==> config.mk <==
export PLATFORM = sky130hd
export DESIGN_NAME = postfix_expression_evaluator
export DESIGN_NICKNAME = d
export VERILOG_FILES = /design/src/hdl/pfe_pkg.sv /design/src/hdl/pfe_ram.sv /design/src/hdl/pfe_useq.sv /design/src/hdl/pfe_datapath.sv /design/src/hdl/postfix_expression_evaluator.sv
export SDC_FILE = /design/constraint.sdc
export NUM_CORES = 1
export LEC_CHECK = 0
export ABC_AREA = 0
export ABC_CLOCK_PERIOD_IN_PS = 4750
export BUFFER_PORTS_ARGS = -buffer_cell sky130_fd_sc_hd__buf_2
export CORE_UTILIZATION = 45
export CTS_BUF_LIST = sky130_fd_sc_hd__clkbuf_4 sky130_fd_sc_hd__clkbuf_8 sky130_fd_sc_hd__clkbuf_16
export CTS_CLUSTER_DIAMETER = 40
export CTS_CLUSTER_SIZE = 10
export DETAILED_ROUTE_END_ITERATION = 10
export GPL_TIMING_DRIVEN = 0
export SLEW_MARGIN = 15
export SYNTH_ARGS = -nofsm -noshare
export SYNTH_HDL_FRONTEND = slang
export SYNTH_SLANG_ARGS = --single-unit
==> constraint.sdc <==
create_clock -name aclk -period 4.75 [get_ports aclk]
set_input_delay 0.95 -clock aclk [delete_from_list [all_inputs] [get_ports aclk]]
set_output_delay 0.95 -clock aclk [all_outputs]
set_load 0.05 [all_outputs]
==> src/hdl/pfe_pkg.sv <==
package pfe_pkg;

    // default sizes
    localparam int STACK_DEPTH_DEF = 16;
    localparam int VALUE_WIDTH_DEF = 32;

    // stream widths
    localparam int IN_TDATA_W  = 8;
    localparam int OUT_VALUE_W = 32;
    localparam int OUT_TDATA_W = 40;

    // characters
    localparam logic [7:0] CH_PLUS  = 8'h2B;
    localparam logic [7:0] CH_MINUS = 8'h2D;
    localparam logic [7:0] CH_STAR  = 8'h2A;
    localparam logic [7:0] CH_SLASH = 8'h2F;
    localparam logic [7:0] CH_CARET = 8'h5E;
    localparam logic [7:0] CH_ZERO  = 8'h30;

    // error codes
    localparam logic [2:0] ERR_OK        = 3'd0;
    localparam logic [2:0] ERR_UNDERFLOW = 3'd1;
    localparam logic [2:0] ERR_DIVZERO   = 3'd2;
    localparam logic [2:0] ERR_OVERFLOW  = 3'd3;
    localparam logic [2:0] ERR_EMPTY     = 3'd4;

    // character classes
    localparam logic [2:0] CLS_PUSH = 3'd0;
    localparam logic [2:0] CLS_ADD  = 3'd1;
    localparam logic [2:0] CLS_SUB  = 3'd2;
    localparam logic [2:0] CLS_MUL  = 3'd3;
    localparam logic [2:0] CLS_DIV  = 3'd4;
    localparam logic [2:0] CLS_POW  = 3'd5;

    // datapath operations
    localparam int OP_W = 5;
    localparam logic [OP_W-1:0] OP_NOP         = 5'd0;
    localparam logic [OP_W-1:0] OP_RD_LEFT     = 5'd1;
    localparam logic [OP_W-1:0] OP_LD_OPS      = 5'd2;
    localparam logic [OP_W-1:0] OP_ADD         = 5'd3;
    localparam logic [OP_W-1:0] OP_SUB         = 5'd4;
    localparam logic [OP_W-1:0] OP_MUL_INIT    = 5'd5;
    localparam logic [OP_W-1:0] OP_MUL_STEP    = 5'd6;
    localparam logic [OP_W-1:0] OP_MUL_DONE    = 5'd7;
    localparam logic [OP_W-1:0] OP_DIV_INIT    = 5'd8;
    localparam logic [OP_W-1:0] OP_DIV_STEP    = 5'd9;
    localparam logic [OP_W-1:0] OP_DIV_DONE    = 5'd10;
    localparam logic [OP_W-1:0] OP_POW_INIT    = 5'd11;
    localparam logic [OP_W-1:0] OP_MUL_INIT_RS = 5'd12;
    localparam logic [OP_W-1:0] OP_RES_LD      = 5'd13;
    localparam logic [OP_W-1:0] OP_MUL_INIT_SS = 5'd14;
    localparam logic [OP_W-1:0] OP_SQ_LD       = 5'd15;
    localparam logic [OP_W-1:0] OP_POW_DONE    = 5'd16;
    localparam logic [OP_W-1:0] OP_POW_NEG     = 5'd17;
    localparam logic [OP_W-1:0] OP_PUSH        = 5'd18;
    localparam logic [OP_W-1:0] OP_ERR_UNDER   = 5'd19;
    localparam logic [OP_W-1:0] OP_ERR_DIVZ    = 5'd20;
    localparam logic [OP_W-1:0] OP_EMIT        = 5'd21;

    // control from sequencer to datapath
    typedef struct packed {
        logic            take;
        logic [OP_W-1:0] op;
    } ctrl_t;

    // status from datapath to sequencer
    typedef struct packed {
        logic       in_valid;
        logic [2:0] ocls;
        logic       under;
        logic       div_zero;
        logic       cnt_more;
        logic       exp_neg;
        logic       exp_zero;
        logic       exp_even;
        logic       last;
        logic       out_busy;
    } flags_t;

endpackage

==> src/hdl/pfe_ram.sv <==
module pfe_ram #(
    parameter int WIDTH = 32,
    parameter int DEPTH = 16
) (
    input  logic                     aclk,
    input  logic                     we,
    input  logic [$clog2(DEPTH)-1:0] waddr,
    input  logic [WIDTH-1:0]         wdata,
    input  logic                     re,
    input  logic [$clog2(DEPTH)-1:0] raddr,
    output logic [WIDTH-1:0]         rdata
);

    logic [WIDTH-1:0] mem [DEPTH];

    always_ff @(posedge aclk) begin
        if (we) begin
            mem[waddr] <= wdata;
        end
        if (re) begin
            rdata <= mem[raddr];
        end
    end

endmodule

==> src/hdl/pfe_useq.sv <==
module pfe_useq (
    input  logic            aclk,
    input  logic            aresetn,
    input  pfe_pkg::flags_t flags,
    output pfe_pkg::ctrl_t  ctrl
);

    localparam int UPC_W = 5;

    // jump conditions
    localparam logic [3:0] C_NEVER    = 4'd0;
    localparam logic [3:0] C_ALWAYS   = 4'd1;
    localparam logic [3:0] C_NO_VALID = 4'd2;
    localparam logic [3:0] C_NOT_OPER = 4'd3;
    localparam logic [3:0] C_UNDER    = 4'd4;
    localparam logic [3:0] C_DISPATCH = 4'd5;
    localparam logic [3:0] C_DIVZERO  = 4'd6;
    localparam logic [3:0] C_CNT_MORE = 4'd7;
    localparam logic [3:0] C_EXP_NEG  = 4'd8;
    localparam logic [3:0] C_EXP_ZERO = 4'd9;
    localparam logic [3:0] C_EXP_EVEN = 4'd10;
    localparam logic [3:0] C_NOT_LAST = 4'd11;
    localparam logic [3:0] C_OUT_BUSY = 4'd12;

    // program addresses
    localparam logic [UPC_W-1:0] A_FETCH  = 5'd0;
    localparam logic [UPC_W-1:0] A_DECODE = 5'd1;
    localparam logic [UPC_W-1:0] A_CHKUND = 5'd2;
    localparam logic [UPC_W-1:0] A_RDLEFT = 5'd3;
    localparam logic [UPC_W-1:0] A_LDOPS  = 5'd4;
    localparam logic [UPC_W-1:0] A_ADD    = 5'd5;
    localparam logic [UPC_W-1:0] A_SUB    = 5'd6;
    localparam logic [UPC_W-1:0] A_MUL    = 5'd7;
    localparam logic [UPC_W-1:0] A_MLOOP  = 5'd8;
    localparam logic [UPC_W-1:0] A_MDONE  = 5'd9;
    localparam logic [UPC_W-1:0] A_DIV    = 5'd10;
    localparam logic [UPC_W-1:0] A_DINIT  = 5'd11;
    localparam logic [UPC_W-1:0] A_DLOOP  = 5'd12;
    localparam logic [UPC_W-1:0] A_DDONE  = 5'd13;
    localparam logic [UPC_W-1:0] A_POW    = 5'd14;
    localparam logic [UPC_W-1:0] A_PINIT  = 5'd15;
    localparam logic [UPC_W-1:0] A_PTEST  = 5'd16;
    localparam logic [UPC_W-1:0] A_PODD   = 5'd17;
    localparam logic [UPC_W-1:0] A_PMRS   = 5'd18;
    localparam logic [UPC_W-1:0] A_PLRS   = 5'd19;
    localparam logic [UPC_W-1:0] A_PRES   = 5'd20;
    localparam logic [UPC_W-1:0] A_PMSS   = 5'd21;
    localparam logic [UPC_W-1:0] A_PLSS   = 5'd22;
    localparam logic [UPC_W-1:0] A_PSQ    = 5'd23;
    localparam logic [UPC_W-1:0] A_PDONE  = 5'd24;
    localparam logic [UPC_W-1:0] A_PNEG   = 5'd25;
    localparam logic [UPC_W-1:0] A_PUSH   = 5'd26;
    localparam logic [UPC_W-1:0] A_UNDER  = 5'd27;
    localparam logic [UPC_W-1:0] A_DZ     = 5'd28;
    localparam logic [UPC_W-1:0] A_END    = 5'd29;
    localparam logic [UPC_W-1:0] A_EWAIT  = 5'd30;
    localparam logic [UPC_W-1:0] A_EMIT   = 5'd31;

    typedef struct packed {
        logic [3:0]       cond;
        logic [UPC_W-1:0] target;
        pfe_pkg::ctrl_t   ctrl;
    } uword_t;

    function automatic uword_t uw(input logic [3:0] c, input logic [UPC_W-1:0] t,
                                  input logic take, input logic [pfe_pkg::OP_W-1:0] op);
        uword_t w;
        w.cond      = c;
        w.target    = t;
        w.ctrl.take = take;
        w.ctrl.op   = op;
        return w;
    endfunction

    // microprogram
    function automatic uword_t rom_word(input logic [UPC_W-1:0] a);
        uword_t w;
        case (a)
            A_FETCH:  w = uw(C_NO_VALID, A_FETCH, 1'b1, pfe_pkg::OP_NOP);
            A_DECODE: w = uw(C_NOT_OPER, A_PUSH,  1'b0, pfe_pkg::OP_NOP);
            A_CHKUND: w = uw(C_UNDER,    A_UNDER, 1'b0, pfe_pkg::OP_NOP);
            A_RDLEFT: w = uw(C_NEVER,    A_FETCH, 1'b0, pfe_pkg::OP_RD_LEFT);
            A_LDOPS:  w = uw(C_DISPATCH, A_END,   1'b0, pfe_pkg::OP_LD_OPS);
            A_ADD:    w = uw(C_ALWAYS,   A_END,   1'b0, pfe_pkg::OP_ADD);
            A_SUB:    w = uw(C_ALWAYS,   A_END,   1'b0, pfe_pkg::OP_SUB);
            A_MUL:    w = uw(C_NEVER,    A_FETCH, 1'b0, pfe_pkg::OP_MUL_INIT);
            A_MLOOP:  w = uw(C_CNT_MORE, A_MLOOP, 1'b0, pfe_pkg::OP_MUL_STEP);
            A_MDONE:  w = uw(C_ALWAYS,   A_END,   1'b0, pfe_pkg::OP_MUL_DONE);
            A_DIV:    w = uw(C_DIVZERO,  A_DZ,    1'b0, pfe_pkg::OP_NOP);
            A_DINIT:  w = uw(C_NEVER,    A_FETCH, 1'b0, pfe_pkg::OP_DIV_INIT);
            A_DLOOP:  w = uw(C_CNT_MORE, A_DLOOP, 1'b0, pfe_pkg::OP_DIV_STEP);
            A_DDONE:  w = uw(C_ALWAYS,   A_END,   1'b0, pfe_pkg::OP_DIV_DONE);
            A_POW:    w = uw(C_EXP_NEG,  A_PNEG,  1'b0, pfe_pkg::OP_NOP);
            A_PINIT:  w = uw(C_NEVER,    A_FETCH, 1'b0, pfe_pkg::OP_POW_INIT);
            A_PTEST:  w = uw(C_EXP_ZERO, A_PDONE, 1'b0, pfe_pkg::OP_NOP);
            A_PODD:   w = uw(C_EXP_EVEN, A_PMSS,  1'b0, pfe_pkg::OP_NOP);
            A_PMRS:   w = uw(C_NEVER,    A_FETCH, 1'b0, pfe_pkg::OP_MUL_INIT_RS);
            A_PLRS:   w = uw(C_CNT_MORE, A_PLRS,  1'b0, pfe_pkg::OP_MUL_STEP);
            A_PRES:   w = uw(C_NEVER,    A_FETCH, 1'b0, pfe_pkg::OP_RES_LD);
            A_PMSS:   w = uw(C_NEVER,    A_FETCH, 1'b0, pfe_pkg::OP_MUL_INIT_SS);
            A_PLSS:   w = uw(C_CNT_MORE, A_PLSS,  1'b0, pfe_pkg::OP_MUL_STEP);
            A_PSQ:    w = uw(C_ALWAYS,   A_PTEST, 1'b0, pfe_pkg::OP_SQ_LD);
            A_PDONE:  w = uw(C_ALWAYS,   A_END,   1'b0, pfe_pkg::OP_POW_DONE);
            A_PNEG:   w = uw(C_ALWAYS,   A_END,   1'b0, pfe_pkg::OP_POW_NEG);
            A_PUSH:   w = uw(C_ALWAYS,   A_END,   1'b0, pfe_pkg::OP_PUSH);
            A_UNDER:  w = uw(C_ALWAYS,   A_END,   1'b0, pfe_pkg::OP_ERR_UNDER);
            A_DZ:     w = uw(C_ALWAYS,   A_END,   1'b0, pfe_pkg::OP_ERR_DIVZ);
            A_END:    w = uw(C_NOT_LAST, A_FETCH, 1'b0, pfe_pkg::OP_NOP);
            A_EWAIT:  w = uw(C_OUT_BUSY, A_EWAIT, 1'b0, pfe_pkg::OP_NOP);
            A_EMIT:   w = uw(C_ALWAYS,   A_FETCH, 1'b0, pfe_pkg::OP_EMIT);
            default:  w = uw(C_ALWAYS,   A_FETCH, 1'b0, pfe_pkg::OP_NOP);
        endcase
        return w;
    endfunction

    logic [UPC_W-1:0] upc_reg;
    logic [UPC_W-1:0] upc_next;
    uword_t           word;
    logic             jump;
    logic [UPC_W-1:0] jtarget;

    assign word = rom_word(upc_reg);
    assign ctrl = word.ctrl;

    always_comb begin
        jtarget = word.target;
        case (word.cond)
            C_NEVER:    jump = 1'b0;
            C_ALWAYS:   jump = 1'b1;
            C_NO_VALID: jump = !flags.in_valid;
            C_NOT_OPER: jump = (flags.ocls == pfe_pkg::CLS_PUSH);
            C_UNDER:    jump = flags.under;
            C_DISPATCH: begin
                jump = 1'b1;
                case (flags.ocls)
                    pfe_pkg::CLS_ADD: jtarget = A_ADD;
                    pfe_pkg::CLS_SUB: jtarget = A_SUB;
                    pfe_pkg::CLS_MUL: jtarget = A_MUL;
                    pfe_pkg::CLS_DIV: jtarget = A_DIV;
                    pfe_pkg::CLS_POW: jtarget = A_POW;
                    default:          jtarget = A_END;
                endcase
            end
            C_DIVZERO:  jump = flags.div_zero;
            C_CNT_MORE: jump = flags.cnt_more;
            C_EXP_NEG:  jump = flags.exp_neg;
            C_EXP_ZERO: jump = flags.exp_zero;
            C_EXP_EVEN: jump = flags.exp_even;
            C_NOT_LAST: jump = !flags.last;
            C_OUT_BUSY: jump = flags.out_busy;
            default:    jump = 1'b0;
        endcase
        upc_next = jump ? jtarget : upc_reg + UPC_W'(1);
    end

    always_ff @(posedge aclk) begin
        if (!aresetn) begin
            upc_reg <= A_FETCH;
        end else begin
            upc_reg <= upc_next;
        end
    end

    // words are taken only at the fetch step
    assert property (@(posedge aclk) disable iff (!aresetn)
        ctrl.take |-> upc_reg == A_FETCH)
        else $error("input taken outside fetch step");

    // a result is only loaded right after the wait step
    assert property (@(posedge aclk) disable iff (!aresetn)
        upc_reg == A_EMIT |-> $past(upc_reg) == A_EWAIT && !$past(flags.out_busy))
        else $error("emit entered without a free output register");

    // an operator reaches the dispatch only with two values on the stack
    assert property (@(posedge aclk) disable iff (!aresetn)
        upc_reg == A_RDLEFT |-> !flags.under)
        else $error("operand read with fewer than two values");

endmodule

==> src/hdl/pfe_datapath.sv <==
module pfe_datapath #(
    parameter int STACK_DEPTH = pfe_pkg::STACK_DEPTH_DEF,
    parameter int VALUE_WIDTH = pfe_pkg::VALUE_WIDTH_DEF
) (
    input  logic                                 aclk,
    input  logic                                 aresetn,
    input  pfe_pkg::ctrl_t                       ctrl,
    output pfe_pkg::flags_t                      flags,
    input  logic                                 s_tvalid,
    input  logic [pfe_pkg::IN_TDATA_W-1:0]       s_tdata,
    input  logic                                 s_tlast,
    output logic                                 m_tvalid,
    input  logic                                 m_tready,
    output logic [pfe_pkg::OUT_TDATA_W-1:0]      m_tdata,
    output logic                                 ram_we,
    output logic [$clog2(STACK_DEPTH)-1:0]       ram_waddr,
    output logic [VALUE_WIDTH-1:0]               ram_wdata,
    output logic                                 ram_re,
    output logic [$clog2(STACK_DEPTH)-1:0]       ram_raddr,
    input  logic [VALUE_WIDTH-1:0]               ram_rdata
);

    localparam int W  = VALUE_WIDTH;
    localparam int AW = $clog2(STACK_DEPTH);
    localparam int CW = $clog2(STACK_DEPTH + 1);
    localparam int NW = $clog2(VALUE_WIDTH + 1);
    localparam int VW = pfe_pkg::OUT_VALUE_W;

    function automatic logic [2:0] sym_class(input logic [7:0] sym);
        logic [2:0] c;
        case (sym)
            pfe_pkg::CH_PLUS:  c = pfe_pkg::CLS_ADD;
            pfe_pkg::CH_MINUS: c = pfe_pkg::CLS_SUB;
            pfe_pkg::CH_STAR:  c = pfe_pkg::CLS_MUL;
            pfe_pkg::CH_SLASH: c = pfe_pkg::CLS_DIV;
            pfe_pkg::CH_CARET: c = pfe_pkg::CLS_POW;
            default:           c = pfe_pkg::CLS_PUSH;
        endcase
        return c;
    endfunction

    // top of stack lives in tos_reg, the entries below it in the ram
    logic [W-1:0]    tos_reg, tos_next;
    logic [W-1:0]    opa_reg, opa_next;
    logic [W-1:0]    opb_reg, opb_next;
    logic [W-1:0]    acc_reg, acc_next;
    logic [W-1:0]    mcand_reg, mcand_next;
    logic [W-1:0]    mplier_reg, mplier_next;
    logic [W-1:0]    res_reg, res_next;
    logic [NW-1:0]   cnt_reg, cnt_next;
    logic            qneg_reg, qneg_next;
    logic [CW-1:0]   count_reg, count_next;
    logic [2:0]      err_reg, err_next;
    logic [7:0]      sym_reg, sym_next;
    logic            last_reg, last_next;
    logic            m_valid_reg, m_valid_next;
    logic [VW-1:0]   m_value_reg, m_value_next;
    logic [2:0]      m_err_reg, m_err_next;

    logic [CW-1:0]   count_m1;
    logic [CW-1:0]   count_m2;
    logic [W:0]      rem_sh;
    logic [W:0]      rem_diff;
    logic            count_full;

    assign count_m1   = count_reg - CW'(1);
    assign count_m2   = count_reg - CW'(2);
    assign count_full = (count_reg == CW'(STACK_DEPTH));
    assign rem_sh     = {acc_reg, opa_reg[W-1]};
    assign rem_diff   = rem_sh - {1'b0, opb_reg};

    assign ram_raddr = count_m2[AW-1:0];
    assign ram_re    = (ctrl.op == pfe_pkg::OP_RD_LEFT);
    assign ram_waddr = count_m1[AW-1:0];
    assign ram_wdata = tos_reg;

    always_comb begin
        tos_next     = tos_reg;
        opa_next     = opa_reg;
        opb_next     = opb_reg;
        acc_next     = acc_reg;
        mcand_next   = mcand_reg;
        mplier_next  = mplier_reg;
        res_next     = res_reg;
        cnt_next     = cnt_reg;
        qneg_next    = qneg_reg;
        count_next   = count_reg;
        err_next     = err_reg;
        sym_next     = sym_reg;
        last_next    = last_reg;
        m_value_next = m_value_reg;
        m_err_next   = m_err_reg;
        m_valid_next = m_valid_reg && !m_tready;
        ram_we       = 1'b0;

        if (s_tvalid && ctrl.take) begin
            sym_next  = s_tdata;
            last_next = s_tlast;
        end

        case (ctrl.op)
            pfe_pkg::OP_LD_OPS: begin
                opa_next = ram_rdata;
                opb_next = tos_reg;
            end
            pfe_pkg::OP_ADD: begin
                tos_next   = opa_reg + opb_reg;
                count_next = count_m1;
            end
            pfe_pkg::OP_SUB: begin
                tos_next   = opa_reg - opb_reg;
                count_next = count_m1;
            end
            pfe_pkg::OP_MUL_INIT: begin
                mcand_next  = opa_reg;
                mplier_next = opb_reg;
                acc_next    = '0;
                cnt_next    = NW'(W);
            end
            pfe_pkg::OP_MUL_STEP: begin
                if (mplier_reg[0]) begin
                    acc_next = acc_reg + mcand_reg;
                end
                mcand_next  = mcand_reg << 1;
                mplier_next = mplier_reg >> 1;
                cnt_next    = cnt_reg - NW'(1);
            end
            pfe_pkg::OP_MUL_DONE: begin
                tos_next   = acc_reg;
                count_next = count_m1;
            end
            pfe_pkg::OP_DIV_INIT: begin
                qneg_next = opa_reg[W-1] ^ opb_reg[W-1];
                opa_next  = opa_reg[W-1] ? -opa_reg : opa_reg;
                opb_next  = opb_reg[W-1] ? -opb_reg : opb_reg;
                acc_next  = '0;
                cnt_next  = NW'(W);
            end
            pfe_pkg::OP_DIV_STEP: begin
                // restoring step, quotient bits shift into opa
                if (!rem_diff[W]) begin
                    acc_next = rem_diff[W-1:0];
                    opa_next = {opa_reg[W-2:0], 1'b1};
                end else begin
                    acc_next = rem_sh[W-1:0];
                    opa_next = {opa_reg[W-2:0], 1'b0};
                end
                cnt_next = cnt_reg - NW'(1);
            end
            pfe_pkg::OP_DIV_DONE: begin
                tos_next   = qneg_reg ? -opa_reg : opa_reg;
                count_next = count_m1;
            end
            pfe_pkg::OP_POW_INIT: begin
                res_next = W'(1);
            end
            pfe_pkg::OP_MUL_INIT_RS: begin
                mcand_next  = res_reg;
                mplier_next = opa_reg;
                acc_next    = '0;
                cnt_next    = NW'(W);
            end
            pfe_pkg::OP_RES_LD: begin
                res_next = acc_reg;
            end
            pfe_pkg::OP_MUL_INIT_SS: begin
                mcand_next  = opa_reg;
                mplier_next = opa_reg;
                acc_next    = '0;
                cnt_next    = NW'(W);
            end
            pfe_pkg::OP_SQ_LD: begin
                opa_next = acc_reg;
                opb_next = opb_reg >> 1;
            end
            pfe_pkg::OP_POW_DONE: begin
                tos_next   = res_reg;
                count_next = count_m1;
            end
            pfe_pkg::OP_POW_NEG: begin
                // negative exponent: only plus and minus one survive
                if (opa_reg == W'(1)) begin
                    tos_next = W'(1);
                end else if (opa_reg == '1) begin
                    tos_next = opb_reg[0] ? '1 : W'(1);
                end else begin
                    tos_next = '0;
                end
                count_next = count_m1;
            end
            pfe_pkg::OP_PUSH: begin
                if (count_full) begin
                    if (err_reg == pfe_pkg::ERR_OK) begin
                        err_next = pfe_pkg::ERR_OVERFLOW;
                    end
                end else begin
                    ram_we     = (count_reg != '0);
                    tos_next   = W'(sym_reg) - W'(pfe_pkg::CH_ZERO);
                    count_next = count_reg + CW'(1);
                end
            end
            pfe_pkg::OP_ERR_UNDER: begin
                if (err_reg == pfe_pkg::ERR_OK) begin
                    err_next = pfe_pkg::ERR_UNDERFLOW;
                end
            end
            pfe_pkg::OP_ERR_DIVZ: begin
                if (err_reg == pfe_pkg::ERR_OK) begin
                    err_next = pfe_pkg::ERR_DIVZERO;
                end
            end
            pfe_pkg::OP_EMIT: begin
                m_valid_next = 1'b1;
                if (count_reg != '0) begin
                    m_value_next = VW'(signed'(tos_reg));
                    m_err_next   = err_reg;
                end else begin
                    m_value_next = '0;
                    m_err_next   = (err_reg != pfe_pkg::ERR_OK) ? err_reg : pfe_pkg::ERR_EMPTY;
                end
                count_next = '0;
                err_next   = pfe_pkg::ERR_OK;
            end
            default: begin
            end
        endcase
    end

    always_ff @(posedge aclk) begin
        if (!aresetn) begin
            count_reg   <= '0;
            err_reg     <= pfe_pkg::ERR_OK;
            m_valid_reg <= 1'b0;
        end else begin
            count_reg   <= count_next;
            err_reg     <= err_next;
            m_valid_reg <= m_valid_next;
        end
    end

    always_ff @(posedge aclk) begin
        tos_reg     <= tos_next;
        opa_reg     <= opa_next;
        opb_reg     <= opb_next;
        acc_reg     <= acc_next;
        mcand_reg   <= mcand_next;
        mplier_reg  <= mplier_next;
        res_reg     <= res_next;
        cnt_reg     <= cnt_next;
        qneg_reg    <= qneg_next;
        sym_reg     <= sym_next;
        last_reg    <= last_next;
        m_value_reg <= m_value_next;
        m_err_reg   <= m_err_next;
    end

    assign flags.in_valid = s_tvalid;
    assign flags.ocls     = sym_class(sym_reg);
    assign flags.under    = (count_reg < CW'(2));
    assign flags.div_zero = (opb_reg == '0);
    assign flags.cnt_more = (cnt_reg != NW'(1));
    assign flags.exp_neg  = opb_reg[W-1];
    assign flags.exp_zero = (opb_reg == '0);
    assign flags.exp_even = !opb_reg[0];
    assign flags.last     = last_reg;
    assign flags.out_busy = m_valid_reg && !m_tready;

    assign m_tvalid = m_valid_reg;
    assign m_tdata  = {{(pfe_pkg::OUT_TDATA_W - VW - 3){1'b0}}, m_err_reg, m_value_reg};

    // stack depth stays bounded
    assert property (@(posedge aclk) disable iff (!aresetn)
        count_reg <= CW'(STACK_DEPTH))
        else $error("stack count beyond depth");

    // end of expression clears the stack and the error
    assert property (@(posedge aclk) disable iff (!aresetn)
        ctrl.op == pfe_pkg::OP_EMIT |=> count_reg == '0 && err_reg == pfe_pkg::ERR_OK)
        else $error("stack not cleared after result");

    // first error of an expression is kept
    assert property (@(posedge aclk) disable iff (!aresetn)
        err_reg != pfe_pkg::ERR_OK && ctrl.op != pfe_pkg::OP_EMIT |=> err_reg == $past(err_reg))
        else $error("sticky error changed");

    // an emitted result always carries a known error code
    assert property (@(posedge aclk) disable iff (!aresetn)
        ctrl.op == pfe_pkg::OP_EMIT |=> m_valid_reg && m_err_reg <= pfe_pkg::ERR_EMPTY)
        else $error("bad result word");

endmodule

==> src/hdl/postfix_expression_evaluator.sv <==
// Postfix (reverse Polish) evaluator: each input word carries one expression character in
// s_tdata and s_tlast on its final character. The operators + - * / ^ pop the right and
// then the left operand and push "left op right"; any other character pushes its code minus
// 0x30. Arithmetic is VALUE_WIDTH-bit two's complement: + - * and ^ wrap, / truncates toward
// zero, a negative exponent gives 0 except for bases of plus and minus one. Underflow (1),
// divide by zero (2) and stack overflow (3) are sticky for the expression; the operator or
// push in error is dropped. After the last character one result word leaves on m_: the top
// value (0 if empty) and the error code, 4 meaning the stack ended empty; the stack then
// clears. Control is a 32-step microprogram driving one shift-add multiplier and divider
// datapath, so the time per character depends on the operator and, for ^, on the exponent
// bits up to its highest set bit. A new character is taken only at the fetch step, once the
// previous one is done; a final character also waits while the previous result word still
// sits in the output register. No reset sweep is needed.
module postfix_expression_evaluator #(
    parameter int STACK_DEPTH = pfe_pkg::STACK_DEPTH_DEF,
    parameter int VALUE_WIDTH = pfe_pkg::VALUE_WIDTH_DEF
) (
    input  logic                            aclk,
    input  logic                            aresetn,
    // input words
    input  logic                            s_tvalid,
    output logic                            s_tready,
    input  logic [pfe_pkg::IN_TDATA_W-1:0]  s_tdata,   // [7:0] symbol
    input  logic                            s_tlast,   // last character of the expression
    // result words
    output logic                            m_tvalid,
    input  logic                            m_tready,
    output logic [pfe_pkg::OUT_TDATA_W-1:0] m_tdata    // [31:0] value, [34:32] error, rest 0
);

    localparam int AW = $clog2(STACK_DEPTH);

    pfe_pkg::ctrl_t  ctrl;
    pfe_pkg::flags_t flags;

    // ram holds every stack entry below the top
    logic                   ram_we;
    logic [AW-1:0]          ram_waddr;
    logic [VALUE_WIDTH-1:0] ram_wdata;
    logic                   ram_re;
    logic [AW-1:0]          ram_raddr;
    logic [VALUE_WIDTH-1:0] ram_rdata;

    // input handshake is owned by the microprogram fetch step
    assign s_tready = ctrl.take;

    pfe_useq u_useq (
        .aclk    (aclk),
        .aresetn (aresetn),
        .flags   (flags),
        .ctrl    (ctrl)
    );

    pfe_ram #(
        .WIDTH (VALUE_WIDTH),
        .DEPTH (STACK_DEPTH)
    ) u_stack_ram (
        .aclk  (aclk),
        .we    (ram_we),
        .waddr (ram_waddr),
        .wdata (ram_wdata),
        .re    (ram_re),
        .raddr (ram_raddr),
        .rdata (ram_rdata)
    );

    pfe_datapath #(
        .STACK_DEPTH (STACK_DEPTH),
        .VALUE_WIDTH (VALUE_WIDTH)
    ) u_datapath (
        .aclk      (aclk),
        .aresetn   (aresetn),
        .ctrl      (ctrl),
        .flags     (flags),
        .s_tvalid  (s_tvalid),
        .s_tdata   (s_tdata),
        .s_tlast   (s_tlast),
        .m_tvalid  (m_tvalid),
        .m_tready  (m_tready),
        .m_tdata   (m_tdata),
        .ram_we    (ram_we),
        .ram_waddr (ram_waddr),
        .ram_wdata (ram_wdata),
        .ram_re    (ram_re),
        .ram_raddr (ram_raddr),
        .ram_rdata (ram_rdata)
    );

endmodule
==> summary.md <==
| Metric | Value |
|---|---|
| Worst setup EP type | flip-flop |
| Yosys top cell area share | 58.2% |
| Achievable frequency | 212 MHz |
| Sw frac | 39.5% |
| Bufs and invs on worst path | 2 |
| Clk pwr share | 24.6% |
| Reg2Reg Depth | 16 |
| Starting Density | 45.3% |
| P_sw | 14.6 mW |
| WL/cell | 27.9 microns |
| Most used DFF post-synth | edfxtp_1 |
| Logic pwr share | 42.1% |
| CTS sink cnt | 847 |
| Crit path cell chain | inv_2 -> ha_4 -> nor3b_4 -> nand4_4 -> or3_4 -> nor3_4 -> buf_4 -> nor2_1 -> xnor2_1 -> ha_1 -> a21oi_1 -> o21ai_0 -> a221o_1 -> a31oi_2 -> a21oi_2 -> o311ai_0 |
| Critical path's largest stage delay | 0.69 ns |
| Slowest library cell on the worst path | o311ai_0 |
| Num rows | 112 |
| Post-synth EDFFs | 819 |
| WP data required | 5.16 ns |
| # Max-Cap Violations | 0 |
| Worst-path clk slew | 0.05 ns |
| Largest net degree at the start of global routing | 33 |
| IO Pins | 55 |
| Synth Warn # | 0 |
| Sequential Area | 0.0252 sq mm |
| Most frequent cells in the layout | edfxtp_1, nand2_1, nor2_1 |
| Largest fanout on the critical path | 6 |
| Htree depth | 4 |
| Hold_ws | 0.409 ns |
| GPL Wtd Cong | 0.988 |
| Cell taking the most area after synthesis | edfxtp_1 |
| P&R area growth vs syn | 17.4% |
| Cells after Synth | 3111 |
| Multi-input gate area | 0.0164 sq mm |
| Cells after DPL | 4447 |
| Yosys reg bits | 847 |
| Cell Count, Final, Fillers Out | 4683 |
| Initial antenna violation count | 1 |
| Cts bufs inserted | 130 |
| CTS Hold Bufs | 0 |
| VDD IR-drop max | 450 uV |
| WHS Path Cells | 1 |
| Final setup violation count | 0 |
| Startpoint types | flip-flop |
| Tot GR Track Use | 27.6% |
| Worst path top cell family by delay | compound AO/OA/AOI/OAI gates |
| Die height | 308 microns |
| Static Leakage | 17.0 nW |
| Asr flop ratio synth | 0% |
| Via density | 6.13 |
| Antenna cells | 0 |
| Reg power frac | 33.3% |
| HP Class | in -> reg |
| Grt ovf | 0 |
| Worst R2R Start | u_datapath.opb_reg[1] |
| Port Buffer Count | 48 |
| WS Path Type | reg -> reg |
| Post-route clock skew | 0.0286 ns |
| CTS Root Buffer Type | clkbuf_16 |
| Area of the die | 0.0951 sq mm |
| RSZ-0062 raised after global routing | yes |
| Core Region | 0.0932 sq mm |
| Cell internal pwr | 22.5 mW |
| DRT antenna net count | 0 |
| DR iter-0 viols | 3227 |
| Proportion of layout cells with a drive suffix above 1 | 18.1% |
| Number of distinct library cells after synthesis | 95 |
| Critical path arrival | 5.13 ns |
| Post-route DRC | 0 |
| Via Count | 28700 |
| Max FFs per register | 512 |
| Post-Syn Area per Cell | 13.6 sq um |
| Die X | 308 microns |
| Reg2reg setup slack | 0.03 ns |
| Mapped Area | 0.0422 sq mm |
| # nets final | 3489 |
| Reg with most FFs | u_stack_ram.mem |
| Slew @ Worst Pin | 1.33 ns |
| Dpl hpwl | 95300 microns |
| Skew-Pair Late Insertion Delay | 0.73 ns |
| Period minus WS final | 4.72 ns |
| Area contributors post-synth | edfxtp_1, mux4_2, ha_1 |
| Max-slew violation count | 0 |
| Pwr/cell area | 748 mW/mm^2 |
| RR Endpoint | u_datapath.ram_wdata[24] |
| Final period util | 99.4% |
| CTS Buffer Depth | 3 |
| HP Start | s_tdata[7] |
| Commonest non-fill, non-tap cell in the layout | edfxtp_1 |
| Hold Path Sink | u_datapath.sym_reg[7] |
| Pre-antenna DRT Iters | 8 |
| Number of global-route vias before repair | 28800 |
| Final hold viol count | 0 |
| Post-synthesis sequential area ratio | 59.5% |
| Rel. slew slack | 10.7% |
| First-pass GRT wire length | 191000 microns |
| FILL cells | 7705 |
| CTS tree | built |
| Status | finished clean |
| WL final | 131000 microns |
through the flow:
stage | area (sq um) | power [mW] | setup slack (ns) | util [%] | TNS (ns)
6_report | 49600 | 37.1 | 0.0291 | 53.2 | 0
3_5_place_dp | 44800 | 26.9 | -1.45 | 48.1 | -115.91
3_3_place_gp | 44100 | 26.5 | -2.54 | 47.3 | -1329.03
2_1_floorplan | 42300 | 21.8 | 0.0865 | - | 0
4_1_cts | 49400 | 36.6 | 0.00192 | 53.0 | 0
5_1_grt | 49600 | 38.8 | -0.0199 | 53.2 | -0.0357
cells in the mapped netlist, drive strengths merged, types with 6 or more instances:
master / instances
a2111oi: 8
a211o: 7
a211oi: 19
a21o: 41
a21oi: 147
a221o: 12
a221oi: 25
a222oi: 68
a22oi: 66
a31oi: 13
and2: 41
and3: 23
buf: 40
clkbuf: 157
dfxtp: 28
edfxtp: 819
ha: 122
inv: 113
mux2: 7
mux2i: 31
mux4: 160
nand2: 217
nand2b: 27
nand3: 55
nand4: 31
nor2: 185
nor2b: 46
nor3: 61
nor3b: 7
nor4: 19
o211ai: 7
o21a: 13
o21ai: 109
o21bai: 11
o221ai: 19
o22ai: 24
o311ai: 9
o31a: 6
o31ai: 7
or2: 7
or3: 24
or4: 7
xnor2: 130
xor2: 75
metal layers:
layer / global-route usage [%] / up-vias / wire [microns]
li1: - / 12700 / -
met1: 37.4 / 14400 / 54200
met2: 45.2 / 1372 / 61900
met3: 3.88 / 241 / 9410
met4: 10.6 / 0 / 4980
met5: 0 / - / 0
power groups by stage:
| stage | registers [mW] | clock network [mW] | logic, mW |
|---|---|---|---|
| final | 12.4 | 9.12 | 15.6 |
| after global routing | 12.5 | 9.52 | 16.8 |
| after CTS | 12.3 | 9.22 | 15.1 |
| after detailed placement | 12.4 | 0 | 14.5 |
| after global placement | 12.4 | 0 | 14.1 |
| after floorplan | 11.7 | 0 | 10.1 |
cells by family (layout without fill, tap and decap cells):
| logic type | after synthesis | in the layout | share of synthesized area (%) |
|---|---|---|---|
| flops | 847 | 847 | 59.5 |
| simple gates | 770 | 770 | 9.18 |
| compound gates | 650 | 650 | 10.8 |
| buf+inv | 314 | 628 | 3.01 |
| xor+xnor | 205 | 205 | 4.25 |
| mux | 198 | 198 | 9.46 |
| fa+ha+maj | 126 | 126 | 3.78 |
| other cells | 1 | 5 | 0.00888 |
worst max path at each step:
| stage | startpoint | end | depth (start not counted) |
|---|---|---|---|
| after CTS | u_datapath.opb_reg[1] | u_datapath.ram_wdata[27] | 21 |
| after global placement | u_datapath.count_reg[0] | u_datapath.count_reg[3] | 12 |
| after global routing | u_datapath.opb_reg[1] | u_datapath.ram_wdata[26] | 18 |
| final | u_datapath.opb_reg[1] | u_datapath.ram_wdata[24] | 16 |
| after detailed placement | u_datapath.count_reg[1] | u_useq.word[9] | 14 |
| after floorplan | u_datapath.opb_reg[0] | u_datapath.ram_wdata[27] | 20 |
final cells by class:
cell class              count  share of cell area, %
inverters                 117                  0.895
multi-input cells        1954                   33.0
well taps                1254                   3.16
plain buffers             194                   1.73
repair buffers            107                   2.10
clock buffers             148                   7.04
flip-flops and latches    847                   50.7
clock inverters            62                   1.34
timing repair:
action | CTS | global route
resized for setup | 65 | 31
setup buffers | 19 | 10
pin swaps | 19 | 17
endpoints found under the setup margin | 530 | 86
Note: power is estimated with default switching activity, not from simulation.
